File: src/sv/fhg_pkg.sv
// Shared constants for the fire heat grid texture unit.
// Field widths, op codes and fixed-point reciprocals; no dependencies.
package fhg_pkg;

    localparam int GRID_WIDTH_DEF  = 16;
    localparam int GRID_HEIGHT_DEF = 20;

    localparam int OP_W    = 2;
    localparam int COL_W   = 4;
    localparam int SLOT_W  = 8;
    localparam int RAND_W  = 16;
    localparam int COLOR_W = 8;
    localparam int HEAT_W  = 16;
    localparam int MUL_W   = 32;

    localparam logic [OP_W-1:0] OP_STAGE = 2'd0;
    localparam logic [OP_W-1:0] OP_FRAME = 2'd1;
    localparam logic [OP_W-1:0] OP_PIXEL = 2'd2;
    localparam logic [OP_W-1:0] OP_NOP   = 2'd3;

    // floor(2^32 / divisor) for the shared reciprocal divide
    localparam logic [31:0] RECIP_5   = 32'd858993459;
    localparam logic [31:0] RECIP_636 = 32'd6753093;
    localparam int          DIV_5     = 5;
    localparam int          DIV_636   = 636;

endpackage

File: src/sv/fhg_mul.sv
// Shared registered multiplier of the fire heat grid texture unit.
// Depends on fhg_pkg for the operand width.
module fhg_mul (
    input  logic                            i_clk,
    input  logic [fhg_pkg::MUL_W-1:0]       i_a,
    input  logic [fhg_pkg::MUL_W-1:0]       i_b,
    output logic [2*fhg_pkg::MUL_W-1:0]     o_p
);
    logic [2*fhg_pkg::MUL_W-1:0] r_p;

    always_ff @(posedge i_clk) begin
        r_p <= i_a * i_b;
    end

    assign o_p = r_p;
endmodule

File: config.mk
export PLATFORM = sky130hd
export DESIGN_NAME = fhg_mul
export DESIGN_NICKNAME = d
export VERILOG_FILES = /design/src/sv/fhg_pkg.sv /design/src/sv/fhg_mul.sv
export SDC_FILE = /design/constraint.sdc
export NUM_CORES = 2
export LEC_CHECK = 0
export BUFFER_PORTS_ARGS = -buffer_cell sky130_fd_sc_hd__buf_4
export CORE_ASPECT_RATIO = 1.2
export CORE_UTILIZATION = 40
export CTS_CLUSTER_DIAMETER = 50
export DETAILED_ROUTE_END_ITERATION = 10
export PLACE_DENSITY = 0.66
export SYNTH_ARGS = -nofsm -noshare
export SYNTH_HDL_FRONTEND = slang
export SYNTH_SLANG_ARGS = --single-unit
File: constraint.sdc
create_clock -name i_clk -period 15.97 [get_ports i_clk]
set_input_delay 0 -clock i_clk [delete_from_list [all_inputs] [get_ports i_clk]]
set_output_delay 0 -clock i_clk [all_outputs]
set_load 0.02 [all_outputs]
==> impl_metrics.py <==
metrics = {
    "status": {
        "outcome": "finished clean",
    },
    "clock_tree": {
        "postCtsSetupBuffers": 0,
        "clkTransAtPathRegs_ps": 60,
        "cts.hold.buffers_added": 0,
        "cts_buffer_depth": 2,
        "cts_root_buffer": "clkbuf_16",
        "cts-buffers-inserted": 9,
        "h-tree-depth": 3,
        "cts_resized": 0,
        "cts_sinks": 64,
        "cts_tree": "done",
    },
    "global_routing": {
        "track_usage_pct": 22.87,
        "grt_overflow": 0,
        "antenna_found_initial": 5,
        "grt_pass1_vias": 27330,
        "grt_pass1_wl_um": 154100,
        "grt_start_max_net_pins": 33,
    },
    "synthesis": {
        "synth_top_family_by_area": "adder cells",
        "synth_mux_area_share_pct": 0.02887,
        "yosys_warnings": 0,
        "synth_edf_count": 0,
        "synth_common_cells": "fa_1, inv_1, and2_1",
        "synthCells": 3748,
        "yosys.area.top_type": "fa_1",
        "synth.most_common_cell": "fa_1",
        "synth_xor_area_share_pct": 1.515,
        "synth.avg_cell_area_um2": 9.252,
        "synthAdderAreaFrac_pct": 61.22,
        "ys.flop_type": "dfxtp_1",
        "synth-seq-area-share_pct": 3.695,
        "synth_compound_area_share_pct": 4.153,
        "synth_fp_nets": 4972,
        "yosysTopAreaCellShare_pct": 51.73,
        "synth_async_sr_flop_share_pct": 0,
        "synthTopCellsByArea": "fa_1, and2_1, ha_1",
        "ys_types": 57,
        "synth-seq-cells": 64,
        "synth-simple-area-share_pct": 17.62,
        "synth_area_um2": 34680,
    },
    "timing": {
        "final-max-slew-violation-count": 0,
        "fmax_ghz": 0.1313,
        "whs_ps": 142.9,
        "layout_worst_path_cycle_share_pct": 47.68,
        "max-slew-margin-rel_pct": 47.38,
        "finalHoldViolations": 0,
        "setup_viol": 0,
        "rsz0062_at_grt": "no",
        "setup_tns_ps": 0,
        "min_period_ps": 7614,
        "worst_slew_pin_slew_ps": 785.6,
    },
    "worst_setup_path": {
        "path_max_fanout": 32,
        "crit_type": "input port to flip-flop",
        "cp-end-kind": "flip-flop",
        "cpMaxStageDelayCell": "fa_1",
        "slowest_delay_ps": 680,
        "startpoint_type": "input port",
        "crit_required_ps": 16260,
        "crit_path_frequent_cell": "fa_1",
        "crit_chain": "buf_4 > nand2_1 > fa_1 > fa_1 > inv_1 > fa_1 > fa_1 > fa_1 > fa_1 > fa_1 > inv_1 > fa_1 > inv_1 > ha_1 > nand4_1 > or4_1 > or3_1 > a31oi_1 > a31o_2 > a211oi_1 > o21ai_1 > xor2_1",
        "crit_arrival_ps": 7900,
    },
    "detailed_routing": {
        "first_iter_violations": 1333,
        "routedWlPerCell_um": 19.99,
        "firstDrtPassIters": 6,
        "num_vias": 24830,
        "drc_errors": 0,
        "vias_per_cell": 5.165,
        "ant_nets": 0,
        "wl_um": 96100,
    },
    "floorplan": {
        "num_rows": 117,
        "ios": 129,
        "start_util_pct": 40.63,
        "die_area_um2": 87870,
        "die_x_um": 270.8,
        "core_um2": 85350,
        "die_y_um": 324.5,
    },
    "cells_and_area": {
        "syn_to_final_growth_pct": 5.337,
        "instances_no_fill": 4808,
        "final_nets": 4891,
        "largest_reg_flops": 64,
        "drive_gt1_share_pct": 4.385,
    },
    "hold_path": {
        "holdPathStages": 2,
        "hold_class": "input port to flip-flop",
    },
    "job": {
        "max_cap_violations": 0,
    },
    "placed_design": {
        "hpwl_um": 76060,
        "dp_cells": 4786,
        "place_congestion": 0.9206,
        "port_buffers": 128,
    },
}
[final timing paths]
kind	slack [ps]	to	startpoint
hold / removal	140	o_p[0]$_DFF_P_	i_b[0]
setup / recovery	8360	o_p[62]$_DFF_P_	i_a[17]
[critical path, delay by kind of cell]
family	cells	cell delay, ps
AOI/OAI and AO/OA	4	1250
and+or+nand+nor	4	1310
adders and majority gates	9	4580
buffers and inverters	4	560
xor gates and xnor gates	1	160
[stage by stage]
step	cell area [µm²]	utilization (%)	setup slack, ps
2_1_floorplan	34680	-	9217
3_3_place_gp	36220	42.44	8242
3_5_place_dp	36220	42.44	8170
4_1_cts	36510	42.78	8532
5_1_grt	36510	42.78	8095
6_report	36530	42.80	8356
[cell families after synthesis]
kind of cell             after synthesis
XOR/XNOR                              60
flip-flops                            64
AND/OR/NAND/NOR                     1177
buffers and inverters               1085
adder cells (fa/ha/maj)             1159
AO/OA/AOI/OAI                        202
multiplexers                           1
[placed cells by master, fill, tap and decap left out, types with 3 or more instances in the layout]
cell	n
a211oi_1	3
a21boi_1	3
a21o_1	40
a21oi_1	63
a21oi_2	3
a221o_1	4
a221oi_4	3
a31oi_1	12
and2_1	602
and3_1	14
and4_1	3
buf_4	128
clkbuf_16	9
clkbuf_8	3
clkinvlp_4	3
dfxtp_1	64
diode_2	6
fa_1	896
ha_1	263
inv_1	865
nand2_1	480
nand3_1	10
nand4_1	23
nor2_1	20
nor3_1	7
o21a_1	9
o21ai_0	21
o21ai_1	5
o21bai_1	10
o221ai_1	3
o31ai_4	3
or2_2	3
or3_1	3
or4_1	3
xnor2_1	35
xor2_1	25
[layout make-up]
type / instances / area, µm²
multi-input combinational: 2599 / 29310
timing repair buffer: 128 / 960.9
clock buffer: 12 / 266.5
tap: 1130 / 1414
fill: 8369 / 48820
inverter: 865 / 3247
antenna: 6 / 15.01
sequential: 64 / 1281
clock inverter: 4 / 27.53
[metal layers]
| layer | track usage [%] | routed length [µm] |
|---|---|---|
| met5 | 0 | 19 |
| met2 | 40.85 | 50310 |
| met4 | 14.53 | 7271 |
| met1 | 25.90 | 33770 |
| met3 | 2.491 | 4724 |
Power is left out: the tool's default activity adds up to more than one toggle a clock period on the data nets, which glitch-free logic cannot reach.
